## config.mk

```make
export PLATFORM = sky130hd
export DESIGN_NAME = base64_stream_encoder_top
export DESIGN_NICKNAME = d
export VERILOG_FILES = /design/src/rtl/core/b64enc_pkg.sv /design/src/rtl/core/b64enc_encode.sv /design/src/rtl/core/b64enc_emit.sv /design/src/rtl/core/base64_stream_encoder_top.sv
export SDC_FILE = /design/constraint.sdc
export NUM_CORES = 1
export LEC_CHECK = 0
export ABC_CLOCK_PERIOD_IN_PS = 2300
export BUFFER_PORTS_ARGS = -buffer_cell sky130_fd_sc_hd__buf_2
export CAP_MARGIN = 20
export CORE_MARGIN = 8
export CORE_UTILIZATION = 50
export CTS_CLUSTER_SIZE = 40
export DETAILED_ROUTE_END_ITERATION = 10
export PLACE_DENSITY = 0.79
export SLEW_MARGIN = 20
export SYNTH_ARGS = -nofsm -noshare
export SYNTH_HDL_FRONTEND = slang
export SYNTH_SLANG_ARGS = --single-unit
```

## constraint.sdc

```tcl
create_clock -name i_clk -period 2.3 [get_ports i_clk]
set_input_delay 0.23 -clock i_clk [delete_from_list [all_inputs] [get_ports i_clk]]
set_output_delay 0.23 -clock i_clk [all_outputs]
set_load 0.03 [all_outputs]
```

## src/rtl/core/b64enc_pkg.sv

```systemverilog
// Shared types, constants and the sextet-to-character function of the Base64 encoder.
`timescale 1ns / 1ps

package b64enc_pkg;

    localparam int BYTE_W    = 8;
    localparam int CHAR_W    = 7;
    localparam int SEXTET_W  = 6;
    localparam int MAX_CHARS = 4;
    localparam int IDX_W     = $clog2(MAX_CHARS);

    localparam logic [SEXTET_W-1:0] SEXTET_MASK = 6'h3F;
    localparam logic [CHAR_W-1:0]   PAD_CHAR    = 7'h3D;

    localparam logic [CHAR_W-1:0] CH_UPPER_A = 7'd65;
    localparam logic [CHAR_W-1:0] CH_LOWER_OFS = 7'd71;
    localparam logic [CHAR_W-1:0] CH_DIGIT_SUB = 7'd4;
    localparam logic [CHAR_W-1:0] CH_PLUS    = 7'd43;
    localparam logic [CHAR_W-1:0] CH_SLASH   = 7'd47;
    localparam logic [CHAR_W-1:0] CH_MINUS   = 7'd45;
    localparam logic [CHAR_W-1:0] CH_UNDER   = 7'd95;

    // Position within the three-byte group.
    typedef enum logic [1:0] {
        PH_0 = 2'd0,
        PH_1 = 2'd1,
        PH_2 = 2'd2
    } t_phase;

    // Characters caused by one input byte, handed from encoder to emitter.
    typedef struct packed {
        logic [MAX_CHARS-1:0][CHAR_W-1:0] chars;
        logic [IDX_W-1:0]                 last_idx;
        logic                             last;
    } t_group;

    function automatic logic [CHAR_W-1:0] sextet_char(input logic [SEXTET_W-1:0] v,
                                                      input logic url_safe);
        logic [SEXTET_W-1:0] s;
        logic [CHAR_W-1:0]   c;
        s = v & SEXTET_MASK;
        if (s < 6'd26) begin
            c = CH_UPPER_A + CHAR_W'(s);
        end else if (s < 6'd52) begin
            c = CHAR_W'(s) + CH_LOWER_OFS;
        end else if (s < 6'd62) begin
            c = CHAR_W'(s) - CH_DIGIT_SUB;
        end else if (s == 6'd62) begin
            c = url_safe ? CH_MINUS : CH_PLUS;
        end else begin
            c = url_safe ? CH_UNDER : CH_SLASH;
        end
        return c;
    endfunction

endpackage

```

## src/rtl/core/b64enc_encode.sv

```systemverilog
// Group-phase state, mode register and per-byte character generation.
`timescale 1ns / 1ps

module b64enc_encode
    import b64enc_pkg::*;
(
    input  logic              i_clk,
    input  logic              i_rst_n,
    input  logic              i_cfg_write,
    input  logic              i_cfg_url_safe_mode,
    input  logic [BYTE_W-1:0] i_data_byte,
    input  logic              i_last_byte,
    input  logic              i_accept,
    output t_group            o_group
);

    t_phase      r_phase, n_phase;
    logic [3:0]  r_left, n_left;
    logic        r_url_safe;

    always_ff @(posedge i_clk) begin
        if (!i_rst_n) begin
            r_phase    <= PH_0;
            r_left     <= 4'd0;
            r_url_safe <= 1'b0;
        end else begin
            if (i_cfg_write) begin
                r_url_safe <= i_cfg_url_safe_mode;
            end
            if (i_accept) begin
                r_phase <= n_phase;
                r_left  <= n_left;
            end
        end
    end

    always_comb begin
        o_group.chars[2] = PAD_CHAR;
        o_group.chars[3] = PAD_CHAR;
        o_group.last     = i_last_byte;
        unique case (r_phase)
            PH_1: begin
                o_group.chars[0] = sextet_char({r_left[1:0], i_data_byte[7:4]}, r_url_safe);
                o_group.chars[1] = sextet_char({i_data_byte[3:0], 2'b00}, r_url_safe);
                o_group.last_idx = !i_last_byte ? IDX_W'(0) : (r_url_safe ? IDX_W'(1)
                                                                          : IDX_W'(2));
                n_phase          = PH_2;
                n_left           = i_data_byte[3:0];
            end
            PH_2: begin
                o_group.chars[0] = sextet_char({r_left, i_data_byte[7:6]}, r_url_safe);
                o_group.chars[1] = sextet_char(i_data_byte[5:0], r_url_safe);
                o_group.last_idx = IDX_W'(1);
                n_phase          = PH_0;
                n_left           = 4'd0;
            end
            default: begin
                // Start of a group; an unused phase code behaves the same way.
                o_group.chars[0] = sextet_char(i_data_byte[7:2], r_url_safe);
                o_group.chars[1] = sextet_char({i_data_byte[1:0], 4'b0000}, r_url_safe);
                o_group.last_idx = !i_last_byte ? IDX_W'(0) : (r_url_safe ? IDX_W'(1)
                                                                          : IDX_W'(3));
                n_phase          = PH_1;
                n_left           = {2'b00, i_data_byte[1:0]};
            end
        endcase
        if (i_last_byte) begin
            n_phase = PH_0;
            n_left  = 4'd0;
        end
    end

endmodule

```

## src/rtl/core/b64enc_emit.sv

```systemverilog
// Result register holding one byte's characters and presenting them one per transfer.
`timescale 1ns / 1ps

module b64enc_emit
    import b64enc_pkg::*;
(
    input  logic              i_clk,
    input  logic              i_rst_n,
    input  t_group            i_group,
    input  logic              i_load,
    input  logic              i_out_ready,
    output logic              o_free,
    output logic              o_out_valid,
    output logic [CHAR_W-1:0] o_out_char,
    output logic              o_last_char
);

    t_group           r_grp;
    logic             r_valid;
    logic [IDX_W-1:0] r_idx;
    logic             at_end;
    logic             pop;

    assign at_end      = (r_idx == r_grp.last_idx);
    assign pop         = r_valid && i_out_ready;
    assign o_free      = !r_valid || (i_out_ready && at_end);
    assign o_out_valid = r_valid;
    assign o_out_char  = r_grp.chars[r_idx];
    assign o_last_char = r_grp.last && at_end;

    always_ff @(posedge i_clk) begin
        if (!i_rst_n) begin
            r_valid <= 1'b0;
            r_idx   <= '0;
        end else if (i_load) begin
            r_valid <= 1'b1;
            r_idx   <= '0;
        end else if (pop && at_end) begin
            r_valid <= 1'b0;
        end else if (pop) begin
            r_idx <= r_idx + IDX_W'(1);
        end
    end

    always_ff @(posedge i_clk) begin
        if (i_load) begin
            r_grp <= i_group;
        end
    end

`ifndef SYNTH
    a_idx_in_group: assert property (@(posedge i_clk) disable iff (!i_rst_n)
        r_valid |-> (r_idx <= r_grp.last_idx))
        else $error("character index beyond the end of its group");

    a_idx_steps: assert property (@(posedge i_clk) disable iff (!i_rst_n)
        (pop && !at_end && !i_load) |=> (r_valid && r_idx == $past(r_idx) + IDX_W'(1)))
        else $error("character index did not advance after a transfer");

    a_last_ends_msg: assert property (@(posedge i_clk) disable iff (!i_rst_n)
        (pop && o_last_char) |=> (!r_valid || r_idx == '0))
        else $error("characters left over after the final character");
`endif

endmodule

```

## src/rtl/core/base64_stream_encoder_top.sv

```systemverilog
// Top level of the Base64 stream encoder: byte input, character output, mode register.
`timescale 1ns / 1ps
//
// Usage
// -----
// Input channel (i_in_valid / o_in_ready): one raw byte per transfer, with
// i_last_byte high on the final byte of a message. Output channel
// (o_out_valid / i_out_ready): one ASCII Base64 character per transfer, with
// o_last_char high on the final character of the message. The configuration
// channel (i_cfg_valid / o_cfg_ready) writes the url_safe_mode bit: 0 gives
// the standard alphabet with '=' padding, 1 the URL-safe alphabet without
// padding. It is always ready and should only be written while idle.
// Each byte yields one to four characters, which are computed in the cycle
// the byte transfers and are held in a result register; the first appears on
// the output in the cycle after the input transfer. The output delivers one
// character per cycle while the receiver is ready, and a new byte is taken
// in the same cycle as the last character of the previous byte leaves, so
// no gap opens (about 1.33 characters per byte in a long message).
// If the receiver stalls, the current character is held and o_in_ready falls
// once the result register cannot be emptied. Reset returns the group phase,
// the leftover bits and the mode bit to zero and discards pending characters.
//

module base64_stream_encoder_top
    import b64enc_pkg::*;
(
    input  logic              i_clk,
    input  logic              i_rst_n,
    input  logic              i_cfg_valid,
    output logic              o_cfg_ready,
    input  logic              i_cfg_url_safe_mode,
    input  logic              i_in_valid,
    output logic              o_in_ready,
    input  logic [BYTE_W-1:0] i_data_byte,
    input  logic              i_last_byte,
    output logic              o_out_valid,
    input  logic              i_out_ready,
    output logic [CHAR_W-1:0] o_out_char,
    output logic              o_last_char
);

    t_group group;
    logic   free;
    logic   accept;

    // The configuration register can take a write in any cycle.
    assign o_cfg_ready = 1'b1;
    assign o_in_ready  = free;
    assign accept      = i_in_valid && free;

    b64enc_encode u_encode (
        .i_clk               (i_clk),
        .i_rst_n             (i_rst_n),
        .i_cfg_write         (i_cfg_valid),
        .i_cfg_url_safe_mode (i_cfg_url_safe_mode),
        .i_data_byte         (i_data_byte),
        .i_last_byte         (i_last_byte),
        .i_accept            (accept),
        .o_group             (group)
    );

    b64enc_emit u_emit (
        .i_clk       (i_clk),
        .i_rst_n     (i_rst_n),
        .i_group     (group),
        .i_load      (accept),
        .i_out_ready (i_out_ready),
        .o_free      (free),
        .o_out_valid (o_out_valid),
        .o_out_char  (o_out_char),
        .o_last_char (o_last_char)
    );

endmodule

```

==> metrics <==
Total Wirelength 8.945 mm; fin crit share 94.30%; Via Count 3266; DIE WIDTH 97.37 um; Worst-path clk slew 110 ps; ANT cells 0; vias in the first global route 3042; global route overflow 0; YS warnings 0; worst-path fanout max 5; Worst Path Required 2320 ps; Pleak 1.477 nW; initial core utilization 51.84%; outcome complete, no violations; Seq/Total Area, Yosys 21.47%; setup TNS 0 ps; Bufs on Longest Clock Path 2; final hold vios 0; Syn Inst Count 420; Final Skew 15.00 ps; pin count of the biggest net entering global routing 24; post-synthesis net count 461; number of H-tree levels 1; pre-CTS setup slack -16.61 ps; post-synthesis async set-or-reset flop share 0%; Hold WC Path Type primary input to flop; Final Max Tran Viols 0; Top FF cell, synth edfxtp_1; hold buffer count at CTS 0; DR iter-0 viols 372; post-CTS setup buffer count 0; final design utilization 57.09%; Clk Latency, worst-skew pair 280 ps; Worst setup SP type flop; Worst-Margin Slew 655.3 ps; Critical Path Max Stage Delay 460 ps; number of distinct library cells after synthesis 70; CTS Buf Count 3; Max Freq 461.1 MHz; Sink Count 27; Placer Congestion 0.9725; routed length per placed instance 17.04 um; Peak VDD IR 0.5305 mV; Synth Register Bits 27; GRT Overall Usage 17.95%; Placeable Area 6386 um2; synthesized area 3311 um2; CP cell instances ha_1, buf_4, nor2b_1, nand2_1, o311ai_0, a21oi_1; layout cells sized above 1 19.20%; Port Buf Inserts 24; minimum clock period 2169 ps; largest area contributor in the netlist edfxtp_1; Critical Path AT 2190 ps; normalized max-slew margin 56.31%; Die Area 9481 um2; placed wire-length estimate 6.965 mm; Final Net Count 490; via/cell ratio 6.221; top-count cell post-synth a21oi_1; Syn Area/Cell 7.883 um2; synth top area cells edfxtp_1, ha_1, a21oi_1; die height 97.37 um; drt first pass iters 5; Post-synth EDFFs 17; RSZ-0062 raised after global routing false; Max-Cap Viols 0; Post-synth top cells a21oi_1, nand2_1, nand3_1, ha_1, nor2_1; final worst slack 131.1 ps; Setup-failing EPs final 0; Slowest cell on crit path o311ai_0; Core Rows 29; IO Pins 26; initial antenna violation count 0; CTS tree done; global-route wire length before repair 14.81 mm; CP Capture Type flop; area share of the largest cell type after synthesis 15.42%; Crit Path Class flop to flop; PD cells 383.9 nW/um2; Synth-to-Final Area Change 10.13%; post-route DRC violation count 0; CTS root buffer clkbuf_8; remaining antenna violation count 0
## layout by cell type (no fill, tap or decap), drive strengths merged, types with 6 or more instances in the layout
| master | count |
|---|---|
| a21oi | 43 |
| ha | 26 |
| nand3 | 31 |
| dfxtp | 10 |
| nand2 | 35 |
| xnor2 | 22 |
| nor2 | 23 |
| nand2b | 7 |
| mux2i | 8 |
| a211o | 8 |
| nor3 | 12 |
| buf | 59 |
| a21o | 9 |
| inv | 24 |
| o211ai | 6 |
| a31oi | 6 |
| o21ai | 19 |
| edfxtp | 17 |
| a21boi | 7 |
| nor2b | 11 |
## worst max-delay path, delay by kind of cell, from the launching register on
kind / cells / cell delay [ps]
buffers and inverters: 1 / 180
adder cells (fa/ha/maj): 1 / 270
AO/OA/AOI/OAI: 2 / 590
AND/OR/NAND/NOR: 2 / 450
flip-flops: 1 / 420
## per-layer routing
| metal | GRT usage (%) | vias to the layer above | wire length, um |
|---|---|---|---|
| li1 | - | 1593 | - |
| met2 | 29.85 | 144 | 4191 |
| met3 | 2.134 | 20 | 632 |
| met5 | 0 | - | 0 |
| met1 | 24.02 | 1509 | 3969 |
| met4 | 3.963 | 0 | 151 |
## final cells by class
type                    instances  area (um2)
fillers                       587        2740
multi-input cells             335        2318
flip-flops and latches         27       711.9
repair buffers                 59       382.9
well taps                      77       96.34
inverters                      23       86.33
clock buffers                   3       41.29
clock inverters                 1       8.758
## what timing repair did
item	in CTS	in global routing
setup endpoints to repair	0	1
gates resized for setup	0	2
endpoints found under the hold margin	0	0
## state kept, by name, summed over array words and instances, names as in the netlist
name and flops:
u_emit.r_idx 2, u_encode.r_phase 2, u_emit.r_grp 17, u_encode.r_url_safe 1
u_emit.o_out_valid 1, u_encode.r_left 4
## worst paths after layout
path | cells past startpoint | end | from | slack, ps
setup / recovery | 6 | u_emit.r_grp[3] | u_encode.r_left[1] | 130
setup reg to reg | 6 | u_emit.r_grp[3] | u_encode.r_left[1] | 130
hold / removal | 1 | u_emit.r_grp[0] | i_last_byte | 160
hold reg to reg | 2 | u_encode.r_phase[1] | u_encode.r_phase[1] | 490
## where the power goes
part | internal [mW] | leakage, nW | switching (mW)
sequential | 0.556 | 0.241 | 0.0172
clock | 0.127 | 0.0261 | 0.155
combinational | 0.208 | 1.21 | 0.337
total | 0.891 | 1.48 | 0.509
## cells by family (layout without fill, tap and decap cells)
| family | Yosys count | count (layout) | share of synthesized area, % |
|---|---|---|---|
| muxes | 10 | 10 | 3.099 |
| AOI/OAI and AO/OA | 133 | 133 | 28.23 |
| buffers and inverters | 58 | 86 | 8.693 |
| other | 1 | 1 | 0.1133 |
| and+or+nand+nor | 142 | 142 | 22.49 |
| xor gates and xnor gates | 23 | 23 | 6.085 |
| DFF | 27 | 27 | 21.47 |
| adders and majority gates | 26 | 26 | 9.826 |
## stage by stage
step / std cells / instance area [um2] / power [mW] / hold WS [ps]
floorplan: 420 / 3313 / 0.9649 / 328.9
global placement: 521 / 3588 / 1.108 / 448.1
detailed placement: 521 / 3588 / 1.118 / 443.6
CTS: 525 / 3638 / 1.394 / 151.3
global route: 525 / 3646 / 1.473 / 159.0
finish: 525 / 3646 / 1.400 / 156.9
(Power assumes the default switching activity.)
